[config.mk]
export PLATFORM = sky130hd
export DESIGN_NAME = trace_baseline_subtract_flat
export DESIGN_NICKNAME = d
export VERILOG_FILES = /design/src/rtl/tbs_pkg.sv /design/src/rtl/tbs_if.sv /design/src/rtl/trace_baseline_subtract.sv /design/src/flat_wrapper.sv
export VERILOG_INCLUDE_DIRS = /design/src /design/src/rtl
export SDC_FILE = /design/constraint.sdc
export NUM_CORES = 1
export LEC_CHECK = 0
export ABC_AREA = 0
export BUFFER_PORTS_ARGS = -buffer_cell sky130_fd_sc_hd__buf_2
export CORE_MARGIN = 1
export CORE_UTILIZATION = 35
export DETAILED_ROUTE_END_ITERATION = 16
export PLACE_DENSITY = 0.48
export SYNTH_ARGS = -nofsm -noshare
export SYNTH_HDL_FRONTEND = slang
export SYNTH_SLANG_ARGS = --single-unit
[constraint.sdc]
create_clock -name clk -period 9 [get_ports clk]
set_input_delay 0.9 -clock clk [delete_from_list [all_inputs] [get_ports clk]]
set_output_delay 0.9 -clock clk [all_outputs]
set_load 0.1 [all_outputs]
[src/rtl/assert_macros.svh]
// assertion macros used by trace_baseline_subtract
// no dependencies; expects clk and rst_n in the including scope
`ifndef ASSERT_MACROS_SVH
`define ASSERT_MACROS_SVH

// same-cycle implication, disabled during reset
`define TBS_ASSERT_NOW(lbl, ante, cons, msg) \
  lbl: assert property (@(posedge clk) disable iff (!rst_n) (ante) |-> (cons)) else $error(msg);

// next-cycle implication, disabled during reset
`define TBS_ASSERT_NEXT(lbl, ante, cons, msg) \
  lbl: assert property (@(posedge clk) disable iff (!rst_n) (ante) |=> (cons)) else $error(msg);

`endif

[src/rtl/tbs_pkg.sv]
// package for the trace baseline subtract block: widths and state type
// no dependencies
package tbs_pkg;

  localparam int MAX_FRAMES = 64;
  localparam int SAMPLE_W   = 14;
  localparam int STAMP_W    = 16;
  localparam int OUT_W      = SAMPLE_W + 1;
  localparam int ADDR_W     = $clog2(MAX_FRAMES);
  localparam int CNT_W      = $clog2(MAX_FRAMES + 1);
  localparam int SUM_W      = SAMPLE_W + ADDR_W;
  localparam int PROD_W     = SAMPLE_W + CNT_W;
  localparam int NUM_W      = PROD_W + 1;
  localparam int REM_W      = SUM_W + 2;
  localparam int QUO_W      = SAMPLE_W;
  localparam int STEP_W     = $clog2(QUO_W);

  typedef logic [SAMPLE_W-1:0]     sample_t;
  typedef logic [STAMP_W-1:0]      stamp_t;
  typedef logic signed [OUT_W-1:0] corr_t;

  typedef enum logic [2:0] {
    ST_LOAD,
    ST_READ,
    ST_MUL,
    ST_DIV,
    ST_OUT
  } tbs_state_t;

endpackage

[src/rtl/tbs_if.sv]
// valid/ready channel interfaces for the input and result streams
// depends on tbs_pkg
interface tbs_in_if;
  import tbs_pkg::*;
  logic    valid;
  logic    ready;
  sample_t sample;
  stamp_t  timestamp;
  stamp_t  cutoff_time;
  logic    last_frame;
  modport source (output valid, sample, timestamp, cutoff_time, last_frame, input ready);
  modport sink   (input valid, sample, timestamp, cutoff_time, last_frame, output ready);
endinterface

interface tbs_out_if;
  import tbs_pkg::*;
  logic  valid;
  logic  ready;
  corr_t corrected;
  logic  last_out;
  modport source (output valid, corrected, last_out, input ready);
  modport sink   (input valid, corrected, last_out, output ready);
endinterface

[src/rtl/trace_baseline_subtract.sv]
// Pre-trigger baseline subtraction for one well trace. Samples arrive one per
// transfer on in_ch and are written to a 64-entry sample memory, one transfer per
// cycle. Leading samples whose timestamp is strictly below their own cutoff_time
// are summed and counted until the first one that fails; later samples are only
// stored, and samples beyond 64 are dropped. The transfer marked last_frame starts
// the emit phase: every stored sample leaves on out_ch as sample minus the mean of
// the averaged samples, rounded half away from zero (the first sample is the
// offset when none qualified). In the emit phase each result passes through
// one memory read state, one multiply state, 14 steps of a radix-2 restoring
// divider and one output state. With no averaged sample the divider is
// bypassed. No input is taken during the emit phase; the block is ready for
// the next trace in the cycle after the final result transfer. There is no
// clearing pass after reset.
// depends on tbs_pkg, tbs_if and assert_macros.svh
`include "assert_macros.svh"

module trace_baseline_subtract (
  input  logic      clk,
  input  logic      rst_n,
  tbs_in_if.sink    in_ch,
  tbs_out_if.source out_ch
);
  import tbs_pkg::*;

  // sample memory, with a registered read
  sample_t mem [MAX_FRAMES];
  sample_t rd_data_r;

  // control state
  tbs_state_t       state_r, state_nxt;
  logic [CNT_W-1:0] frame_idx_r, frame_idx_nxt;   // number of stored samples
  logic [CNT_W-1:0] cnt_r, cnt_nxt;               // averaged sample count
  logic [SUM_W-1:0] sum_r, sum_nxt;               // averaged sample sum
  logic             avg_r, avg_nxt;               // still in the averaging run
  logic [ADDR_W-1:0] emit_idx_r, emit_idx_nxt;    // entry being emitted
  logic [STEP_W-1:0] step_r, step_nxt;            // divider step, counts down

  // payload state
  sample_t          first_r, first_nxt;           // copy of entry zero
  logic [REM_W-1:0] rem_r, rem_nxt;               // divider partial remainder
  logic [REM_W-1:0] div_r, div_nxt;               // shifted divisor
  logic [QUO_W-1:0] quo_r, quo_nxt;
  logic             neg_r, neg_nxt;
  corr_t            corr_r, corr_nxt;

  logic                    in_xfer, out_xfer, wr_en, emit_last;
  logic [PROD_W-1:0]       prod;
  logic signed [NUM_W-1:0] num, mag;
  logic [QUO_W-1:0]        quo_step;
  logic                    rem_ge;

  assign in_ch.ready      = (state_r == ST_LOAD);
  assign out_ch.valid     = (state_r == ST_OUT);
  assign out_ch.corrected = corr_r;
  assign out_ch.last_out  = emit_last;

  assign in_xfer   = in_ch.valid && in_ch.ready;
  assign out_xfer  = out_ch.valid && out_ch.ready;
  assign wr_en     = in_xfer && (frame_idx_r < CNT_W'(MAX_FRAMES));
  assign emit_last = ((CNT_W'(emit_idx_r) + CNT_W'(1)) == frame_idx_r);

  // memory port: write on load, registered read for emit
  always_ff @(posedge clk) begin
    if (wr_en) begin
      mem[frame_idx_r[ADDR_W-1:0]] <= in_ch.sample;
    end
    rd_data_r <= mem[emit_idx_r];
  end

  // numerator sample*count - sum and its magnitude
  assign prod = PROD_W'(rd_data_r) * PROD_W'(cnt_r);
  assign num  = $signed({1'b0, prod}) - $signed(NUM_W'(sum_r));
  assign mag  = num[NUM_W-1] ? -num : num;

  // one restoring division step
  assign rem_ge   = (rem_r >= div_r);
  assign quo_step = {quo_r[QUO_W-2:0], rem_ge};

  always_comb begin
    state_nxt     = state_r;
    frame_idx_nxt = frame_idx_r;
    cnt_nxt       = cnt_r;
    sum_nxt       = sum_r;
    avg_nxt       = avg_r;
    emit_idx_nxt  = emit_idx_r;
    step_nxt      = step_r;
    first_nxt     = first_r;
    rem_nxt       = rem_r;
    div_nxt       = div_r;
    quo_nxt       = quo_r;
    neg_nxt       = neg_r;
    corr_nxt      = corr_r;

    case (state_r)
      ST_LOAD: begin
        if (wr_en) begin
          frame_idx_nxt = frame_idx_r + CNT_W'(1);
          if (frame_idx_r == '0) begin
            first_nxt = in_ch.sample;
          end
          if (avg_r) begin
            if (in_ch.timestamp < in_ch.cutoff_time) begin
              sum_nxt = sum_r + SUM_W'(in_ch.sample);
              cnt_nxt = cnt_r + CNT_W'(1);
            end else begin
              avg_nxt = 1'b0;
            end
          end
        end
        if (in_xfer && in_ch.last_frame) begin
          emit_idx_nxt = '0;
          state_nxt    = ST_READ;
        end
      end
      ST_READ: begin
        // address is emit_idx_r, data lands in rd_data_r
        state_nxt = ST_MUL;
      end
      ST_MUL: begin
        if (cnt_r == '0) begin
          corr_nxt  = $signed({1'b0, rd_data_r}) - $signed({1'b0, first_r});
          state_nxt = ST_OUT;
        end else begin
          // round half away from zero: (2|num| + cnt) / (2 cnt)
          neg_nxt   = num[NUM_W-1];
          rem_nxt   = REM_W'({mag[SUM_W-1:0], 1'b0}) + REM_W'(cnt_r);
          div_nxt   = REM_W'({cnt_r, 1'b0}) << (QUO_W - 1);
          quo_nxt   = '0;
          step_nxt  = STEP_W'(QUO_W - 1);
          state_nxt = ST_DIV;
        end
      end
      ST_DIV: begin
        if (rem_ge) begin
          rem_nxt = rem_r - div_r;
        end
        div_nxt = div_r >> 1;
        quo_nxt = quo_step;
        if (step_r == '0) begin
          corr_nxt  = neg_r ? (OUT_W'(0) - {1'b0, quo_step}) : {1'b0, quo_step};
          state_nxt = ST_OUT;
        end else begin
          step_nxt = step_r - STEP_W'(1);
        end
      end
      ST_OUT: begin
        if (out_xfer) begin
          if (emit_last) begin
            // trace done, back to an empty accumulator
            frame_idx_nxt = '0;
            cnt_nxt       = '0;
            sum_nxt       = '0;
            avg_nxt       = 1'b1;
            state_nxt     = ST_LOAD;
          end else begin
            emit_idx_nxt = emit_idx_r + ADDR_W'(1);
            state_nxt    = ST_READ;
          end
        end
      end
      default: begin
        state_nxt = ST_LOAD;
      end
    endcase
  end

  // control registers
  always_ff @(posedge clk) begin
    if (!rst_n) begin
      state_r     <= ST_LOAD;
      frame_idx_r <= '0;
      cnt_r       <= '0;
      sum_r       <= '0;
      avg_r       <= 1'b1;
      emit_idx_r  <= '0;
      step_r      <= '0;
    end else begin
      state_r     <= state_nxt;
      frame_idx_r <= frame_idx_nxt;
      cnt_r       <= cnt_nxt;
      sum_r       <= sum_nxt;
      avg_r       <= avg_nxt;
      emit_idx_r  <= emit_idx_nxt;
      step_r      <= step_nxt;
    end
  end

  // datapath registers
  always_ff @(posedge clk) begin
    first_r <= first_nxt;
    rem_r   <= rem_nxt;
    div_r   <= div_nxt;
    quo_r   <= quo_nxt;
    neg_r   <= neg_nxt;
    corr_r  <= corr_nxt;
  end

  // checks
  `TBS_ASSERT_NOW(a_no_overlap, in_ch.ready, !out_ch.valid, "input and output phases overlap")
  `TBS_ASSERT_NOW(a_cnt_le_frames, 1'b1, cnt_r <= frame_idx_r, "averaged count exceeds stored samples")
  `TBS_ASSERT_NOW(a_frames_bound, 1'b1, frame_idx_r <= CNT_W'(MAX_FRAMES), "frame index beyond memory")
  `TBS_ASSERT_NEXT(a_last_frees, out_xfer && emit_last, in_ch.ready && frame_idx_r == '0, "trace not released after final result")
  `TBS_ASSERT_NOW(a_emit_in_range, state_r == ST_OUT, CNT_W'(emit_idx_r) < frame_idx_r, "emit index past stored samples")

endmodule
[src/flat_wrapper.sv]
// flat-port wrapper written by rule: the top's interface ports become plain ports
module trace_baseline_subtract_flat import tbs_pkg::*;
  (clk, rst_n, in_ch_valid, in_ch_sample, in_ch_timestamp, in_ch_cutoff_time, in_ch_last_frame, in_ch_ready, out_ch_valid, out_ch_corrected, out_ch_last_out, out_ch_ready);
  tbs_in_if in_ch_i ();
  tbs_out_if out_ch_i ();
  input  logic clk;
  input  logic rst_n;
  input wire logic [$bits(in_ch_i.valid)-1:0] in_ch_valid;
  input wire logic [$bits(in_ch_i.sample)-1:0] in_ch_sample;
  input wire logic [$bits(in_ch_i.timestamp)-1:0] in_ch_timestamp;
  input wire logic [$bits(in_ch_i.cutoff_time)-1:0] in_ch_cutoff_time;
  input wire logic [$bits(in_ch_i.last_frame)-1:0] in_ch_last_frame;
  output wire logic [$bits(in_ch_i.ready)-1:0] in_ch_ready;
  output wire logic [$bits(out_ch_i.valid)-1:0] out_ch_valid;
  output wire logic [$bits(out_ch_i.corrected)-1:0] out_ch_corrected;
  output wire logic [$bits(out_ch_i.last_out)-1:0] out_ch_last_out;
  input wire logic [$bits(out_ch_i.ready)-1:0] out_ch_ready;
  assign in_ch_i.valid = in_ch_valid;
  assign in_ch_i.sample = in_ch_sample;
  assign in_ch_i.timestamp = in_ch_timestamp;
  assign in_ch_i.cutoff_time = in_ch_cutoff_time;
  assign in_ch_i.last_frame = in_ch_last_frame;
  assign in_ch_ready = in_ch_i.ready;
  assign out_ch_valid = out_ch_i.valid;
  assign out_ch_corrected = out_ch_i.corrected;
  assign out_ch_last_out = out_ch_i.last_out;
  assign out_ch_i.ready = out_ch_ready;
  trace_baseline_subtract u_core (.clk(clk), .rst_n(rst_n), .in_ch(in_ch_i), .out_ch(out_ch_i));
endmodule
==> metrics.csv, run 1 <==
metric,value,unit
status,completed,
swShare,0.266,
drc,0,
synth_nets,3117,
dp_slack,1.15,ns
multi_input_area,15900,µm²
ctsResizeCount,0,
power.density,220,nW/µm²
p_switching,3.18,mW
dieWidth,371,µm
critPathMaxStageDelay,0.93,ns
p_total,11.9,mW
tns,0,ns
grt_pass1_vias,26325,
final_cell_mix,"982 x edfxtp_1, 294 x mux4_2, 178 x inv_1",
synthDistinctLibCells,92,
worst_ir_drop_vdd,0.000161,V
clock_sinks,1044,
fill_cells,12211,
clk_latency,0.74,ns
ys_warn_count,0,
io_buffers,68,
tritoncts,done,
worst_ep_arrival_time,8.26,ns
antenna_found_initial,8,
seq_area_frac_synth,0.644,
fin_area,54100,µm²
worst_path_max_delay_cell,dfxtp_1,
layoutNonFillerInstCount,4878,
coreArea,135000,µm²
grt_overflow_total,0,
die_area,138000,µm²
vias,25564,
drive_gt1_frac,0.221,
fmaxAchievable,0.128,GHz
synth_area,47700,µm²
tightest_slew,1.18,ns
finalCriticalPeriod,7.82,ns
power.leakage,18.0,nW
cts_made_buffers,110,
dpl.hpwl,78300,µm
seq_power_share,0.459,
critPathBufInv,4,
avgSynthCellArea,16.7,µm²
cp_max_fo,22,
dieHeight,371,µm
pwr-share-clk,0.378,
cp-start-kind,flip-flop,
place_area,50500,µm²
max-slew-margin-rel,0.211,
wl,122000,µm
p_comb_frac,0.163,
crit_top_cell,fa_1,
detail_route.wl_per_cell,25.0,µm
worstHoldPathType,flip-flop to flip-flop,
initial_core_util,0.352,
io_pins,69,
syn_inst,2863,
crit_type,flip-flop to flip-flop,
postCtsSetupBuffers,0,
h-tree-depth,3,
hold_buffers,0,
synthTopCellsByArea,"edfxtp_1 62%, mux4_2 14%, fa_1 3.5%, ha_1 3.1%, dfxtp_1 2.6%",
synth-async-reset-ratio,0,
yosys.area.top_type,edfxtp_1,
antenna_left,0,
min_period_over_period,0.868,
layout_setup_ws,1.18,ns
fin_util,0.400,
finalMaxSlewViolations,0,
clock_path_buffers,3,
root_buffer,clkbuf_16,
via_per_inst,5.24,
synth-edff-count,982,
synth_top_area_frac,0.618,
hold_viol,0,
clk_pin_slew,0.06,ns
regToRegSetupSlack,1.18,ns
gp_congestion,0.805,
crit_family,adder cells,
setup_viol,0,
dp.cells,4670,
rows,135,
crit_path_end_kind,flip-flop,
grt_setup_unrepaired,no,
seqCellArea,30700,µm²
synth-seq-cells,1044,
final_common_cell,edfxtp_1,
cap_violations,0,
grt_max_degree,115,
ys.flop_type,edfxtp_1,
holdWs,0.456,ns
drtIter0Drc,1941,
finClkSkew,0.0539,ns
grt_pass1_wl,179000,µm
grt_util_all_layers,0.178,
crit_required,9.44,ns
finalNetCount,3255,
intPower,8.75,mW
area_delta_synth_final,13.5,%
dr.pass1.iters,6,
-- final timing paths --
check,from,to,cells after the start
max,u_core.cnt_r[2],u_core.rem_r[9],30
min,u_core.avg_r,u_core.avg_r,1
max reg2reg,u_core.cnt_r[2],u_core.rem_r[9],30
min reg2reg,u_core.avg_r,u_core.avg_r,1
-- layer usage --
metal	GRT usage	wire length [µm]	up-vias	part of all wire
met3	0.0252	5310	151	0.044
met4	0.0420	2470	0	0.020
met1	0.247	54500	13511	0.45
met5	0	0	-	0
li1	-	-	11322	-
met2	0.296	59500	580	0.49
-- flip-flops by register name (all words and copies together) (netlist names), 7 cells and up --
name / flops
u_core.frame_idx_r: 7
u_core.cnt_r: 7
u_core.rem_r: 22
u_core.mem: 896
u_core.rd_data_r: 14
u_core.div_r: 21
u_core.first_r: 14
u_core.quo_r: 13
u_core.sum_r: 20
u_core.out_ch.corrected: 15
-- synthesized netlist by cell type (20+ instances only) --
master,instances
dfxtp_1,62
xnor2_1,58
ha_1,120
inv_1,178
mux4_2,294
buf_1,28
fa_1,83
a21o_1,25
o21ai_0,75
xor2_1,45
and2_1,71
clkbuf_1,86
and3_1,29
edfxtp_1,982
nor2b_1,21
nand2_1,139
nor3_1,27
o31ai_1,20
nand3_1,33
a21oi_1,81
nor2_1,180
-- power groups by stage --
stage               Sequential, mW  Clock (mW)  Combinational, mW
global placement              5.57           0               1.91
detailed placement            5.58           0               1.94
floorplan                     5.56           0               1.41
CTS                           5.47        4.62               1.95
global route                  5.48        4.80               2.17
finish                        5.47        4.51               1.94
-- cells by family (layout without fill, tap and decap cells) --
family	Yosys count	count (layout)	share of synthesized area
simple gates	600	600	0.0624
compound gates	310	310	0.0425
flops	1044	1044	0.644
mux	299	299	0.140
fa+ha+maj	204	204	0.0665
buf+inv	300	530	0.0241
other cells	0	4	0
xor+xnor	106	106	0.0202
-- layout make-up --
| class | instances | area share |
|---|---|---|
| clock inverters | 77 | 0.0143 |
| flip-flops and latches | 1044 | 0.568 |
| diodes | 4 | 0.000185 |
| well taps | 1781 | 0.0412 |
| inverters | 180 | 0.0125 |
| clock buffers | 127 | 0.0524 |
| multi-input cells | 1519 | 0.294 |
| repair buffers | 146 | 0.0176 |
Power figures use the tool's default switching activity.
==> run 2: changes to the inputs <==
--- a/config.mk
+++ b/config.mk
@@ -13,4 +13,5 @@
 export DETAILED_ROUTE_END_ITERATION = 16
 export PLACE_DENSITY = 0.48
+export RECOVER_POWER = 100
 export SYNTH_ARGS = -nofsm -noshare
 export SYNTH_HDL_FRONTEND = slang
==> constraint.sdc (replaced) <==
create_clock -name clk -period 9 [get_ports clk]
set_input_delay 1.8 -clock clk [delete_from_list [all_inputs] [get_ports clk]]
set_output_delay 1.8 -clock clk [all_outputs]
set_load 0.1 [all_outputs]
==> metrics.csv, run 2 (same netlist as run 1, synthesis figures left out) <==
metric,value,unit
status,"complete, but fails checks",
violations,"max-capacitance violations, max-slew violations",
worstHoldStart,u_core.avg_r,
dp_slack,1.17,ns
finalNetCount,3264,
dpl.hpwl,78300,µm
cp_max_fo,20,
hold_depth,1,
tritoncts,done,
tightest_slew,4.20,ns
grt_pass1_wl,183000,µm
cap_violations,43,
clock_sinks,1044,
drc,0,
largest_reg_flops,896,
worst_ir_drop_vdd,0.000182,V
p_comb_frac,0.162,
r2r_cells,30,
grt_max_degree,115,
critPathMaxStageDelay,0.90,ns
antenna_left,0,
crit_type,flip-flop to flip-flop,
crit_path_end_kind,flip-flop,
max-slew-margin-rel,-1.80,
cp-start-kind,flip-flop,
initial_core_util,0.352,
cp.depth,30,
finClkSkew,0.0570,ns
h-tree-depth,3,
timing.rr.end,u_core.rem_r[18],
clk_latency,0.75,ns
area_delta_synth_final,13.0,%
coreArea,135000,µm²
io_pins,69,
final_cell_mix,"982 x edfxtp_1, 294 x mux4_2, 178 x inv_1",
grt_setup_unrepaired,no,
swShare,0.268,
crit_family,adder cells,
hold_viol,0,
finalCriticalPeriod,7.95,ns
crit_required,9.38,ns
crit_top_cell,fa_1,
die_area,138000,µm²
grt_util_all_layers,0.182,
fmaxAchievable,0.126,GHz
pwr-share-clk,0.382,
critPathBufInv,4,
via_per_inst,5.22,
layout_setup_ws,1.05,ns
clock_path_buffers,3,
root_buffer,clkbuf_16,
p_switching,3.22,mW
cts_made_buffers,112,
rows,135,
rr_startpoint,u_core.cnt_r[3],
fill_cells,12325,
gp_congestion,0.794,
detail_route.wl_per_cell,25.2,µm
drtIter0Drc,1820,
p_total,12.0,mW
setup_viol,0,
grt_overflow_total,0,
min_period_over_period,0.884,
postCtsSetupBuffers,0,
final_common_cell,edfxtp_1,
seq_power_share,0.457,
worst_ep_arrival_time,8.33,ns
io_buffers,68,
power.density,223,nW/µm²
grt_pass1_vias,27033,
drive_gt1_frac,0.186,
hold_end,u_core.avg_r,
ctsResizeCount,0,
worst_path_max_delay_cell,dfxtp_1,
power.leakage,17.7,nW
hold_buffers,0,
worstHoldPathType,flip-flop to flip-flop,
dieWidth,371,µm
finalMaxSlewViolations,1390,
tns,0,ns
dr.pass1.iters,5,
dieHeight,371,µm
antenna_found_initial,10,
regToRegSetupSlack,1.05,ns
intPower,8.79,mW
vias,25549,
wl,123000,µm
clk_pin_slew,0.07,ns
## run 2: cell types whose count changed in the layout (fill, tap and decap cells not counted), sizes merged
| cell | before | now |
|---|---|---|
| clkbuf | 127 | 230 |
| buf | 146 | 56 |
| clkinv | 57 | 62 |
| clkinvlp | 7 | 2 |
| inv | 182 | 184 |
| bufinv | 11 | 10 |
| diode | 4 | 3 |
## run 2: per-stage QoR
| step | hold slack [ns] | instance area [µm²] | util | cells |
|---|---|---|---|---|
| finish | 0.454 | 53900 | 0.398 | 4891 |
| global route | 0.482 | 53900 | 0.398 | 4888 |
| CTS | 0.459 | 54200 | 0.401 | 4888 |
| detailed placement | 0.445 | 50600 | 0.374 | 4677 |
| global placement | 0.437 | 50600 | 0.374 | 4677 |
| floorplan | 0.426 | 47700 | - | 2863 |
## run 2: per-layer routing
| metal | vias up | track usage | routed length [µm] |
|---|---|---|---|
| li1 | 11376 | - | - |
| met1 | 13455 | 0.252 | 54900 |
| met2 | 572 | 0.304 | 60600 |
| met3 | 144 | 0.0259 | 5570 |
| met4 | 2 | 0.0398 | 2250 |
| met5 | - | 0 | 13 |
## run 2: layout make-up
cell class / instances / area (µm²) / share of cell area
antenna: 3 / 7.51 / 0.000139
timing repair buffer: 153 / 682 / 0.0127
multi-input combinational: 1519 / 15800 / 0.294
clock inverter: 78 / 766 / 0.0142
tap: 1781 / 2230 / 0.0414
sequential: 1044 / 30700 / 0.571
inverter: 180 / 678 / 0.0126
clock buffer: 133 / 2920 / 0.0543
## run 2: how the worst max path moves through the flow
stage                         start          endpoint  slack, ns
floorplan           u_core.cnt_r[2]  u_core.rem_r[13]       2.01
global placement    u_core.cnt_r[3]   u_core.rem_r[9]       1.25
detailed placement  u_core.cnt_r[3]  u_core.rem_r[18]       1.17
CTS                 u_core.cnt_r[3]  u_core.rem_r[18]       1.14
global route        u_core.cnt_r[3]   u_core.rem_r[9]       0.30
finish              u_core.cnt_r[3]  u_core.rem_r[18]       1.05
## run 2: power by group through the flow
stage	logic, mW	registers (mW)	clock network [mW]
floorplan	1.41	5.56	0
global placement	1.93	5.57	0
detailed placement	1.96	5.58	0
CTS	1.97	5.47	4.70
global route	2.16	5.49	4.87
finish	1.94	5.49	4.58
==> run 3: changes to the inputs <==
CORE_UTILIZATION = 37   (was 35)
PLACE_DENSITY = 0.51   (was 0.48)
==> metrics.csv, run 3 (same netlist as run 1, synthesis figures left out) <==
metric,value,unit
dieHeight,361,µm
violations,"max-capacitance violations, max-slew violations",
clock_path_buffers,3,
area_delta_synth_final,12.4,%
antenna_found_initial,3,
cp-start-kind,flip-flop,
drc,0,
rr_startpoint,u_core.cnt_r[2],
fmaxAchievable,0.122,GHz
die_area,130000,µm²
worst_ir_drop_vdd,0.000176,V
grt_util_all_layers,0.185,
max-slew-margin-rel,-1.70,
drtIter0Drc,1935,
h-tree-depth,3,
intPower,8.89,mW
cap_violations,54,
grt_overflow_total,0,
finalMaxSlewViolations,1634,
via_per_inst,5.40,
grt_setup_unrepaired,no,
coreArea,128000,µm²
finalNetCount,3243,
tightest_slew,4.05,ns
dieWidth,361,µm
gp_congestion,0.818,
initial_core_util,0.374,
cp_max_fo,65,
finClkSkew,0.0462,ns
worstHoldStart,u_core.avg_r,
clk_latency,0.72,ns
setup_viol,0,
timing.rr.end,u_core.rem_r[18],
r2r_cells,30,
hold_depth,1,
largest_reg_flops,896,
layoutNonFillerInstCount,4746,
power.density,225,nW/µm²
pwr-share-clk,0.385,
status,"complete, but fails checks",
ctsResizeCount,0,
regToRegSetupSlack,0.97,ns
grt_max_degree,85,
seq_power_share,0.456,
detail_route.wl_per_cell,25.1,µm
drive_gt1_frac,0.180,
dpl.hpwl,76500,µm
antenna_left,0,
tritoncts,done,
crit_type,flip-flop to primary output,
crit_start,u_core.emit_idx_r[1],
hold_viol,0,
worstHoldPathType,flip-flop to flip-flop,
root_buffer,clkbuf_16,
p_comb_frac,0.159,
final_common_cell,edfxtp_1,
hold_buffers,0,
grt_pass1_wl,178000,µm
io_buffers,68,
postCtsSetupBuffers,0,
crit_required,7.20,ns
dr.pass1.iters,5,
vias,25605,
wl,119000,µm
swShare,0.262,
grt_pass1_vias,26562,
cts_made_buffers,107,
finalCriticalPeriod,8.22,ns
rows,131,
final_cell_mix,"982 x edfxtp_1, 294 x mux4_2, 178 x inv_1",
clk_pin_slew,0.06,ns
power.leakage,17.7,nW
p_switching,3.15,mW
tns,0,ns
crit_path_end_kind,primary output,
clock_sinks,1044,
worst_ep_arrival_time,6.42,ns
dp.cells,4542,
hold_end,u_core.avg_r,
io_pins,69,
min_period_over_period,0.913,
run 3: worst max-delay path: stages, from the launching register on:
cell and delay, ns:
dfxtp_1 2.42, buf_4 1.12, nand3_1 0.18, xor2_1 0.27, o21ai_0 0.11, a221oi_1 0.82, clkbuf_2 0.72
run 3: how the worst max path moves through the flow:
stage                             endpoint  slack (ns)  depth (start not counted)
after floorplan           u_core.rem_r[13]        2.01                         30
after detailed placement  u_core.rem_r[18]        1.18                         30
after CTS                 u_core.rem_r[18]        1.19                         30
final                      out_ch_last_out        0.78                          6
after global routing      u_core.rem_r[18]        0.34                         30
after global placement     u_core.rem_r[9]        1.23                         30
run 3: per-layer routing:
layer  global-route usage  part of all wire  wire length [µm]
met5                    0                 0                 0
met4               0.0456             0.022              2620
met3               0.0274             0.043              5180
met2                0.309              0.49             58400
met1                0.254              0.44             52900
run 3: area by class of cell:
cell class | instances | area [µm²]
repair buffers | 137 | 618
inverters | 180 | 678
diodes | 2 | 5.00
clock inverters | 63 | 798
well taps | 1662 | 2080
clock buffers | 139 | 2880
multi-input cells | 1519 | 15800
fillers | 11385 | 74100
flip-flops and latches | 1044 | 30700
run 3: power by group through the flow:
stage / Clock, mW / Combinational, mW / Sequential [mW]
after floorplan: 0 / 1.41 / 5.56
after global placement: 0 / 1.89 / 5.58
after detailed placement: 0 / 1.92 / 5.58
after CTS: 4.74 / 1.93 / 5.48
after global routing: 4.91 / 2.13 / 5.49
final: 4.64 / 1.91 / 5.49
run 3: stage by stage:
step	util	worst slack [ns]	hold WS (ns)	power, mW	area (µm²)
global route	0.420	0.336	0.487	12.5	53600
CTS	0.423	1.19	0.462	12.2	54000
floorplan	-	2.01	0.426	6.97	47700
detailed placement	0.394	1.18	0.447	7.50	50300
finish	0.420	0.783	0.461	12.0	53600
global placement	0.394	1.23	0.441	7.47	50300
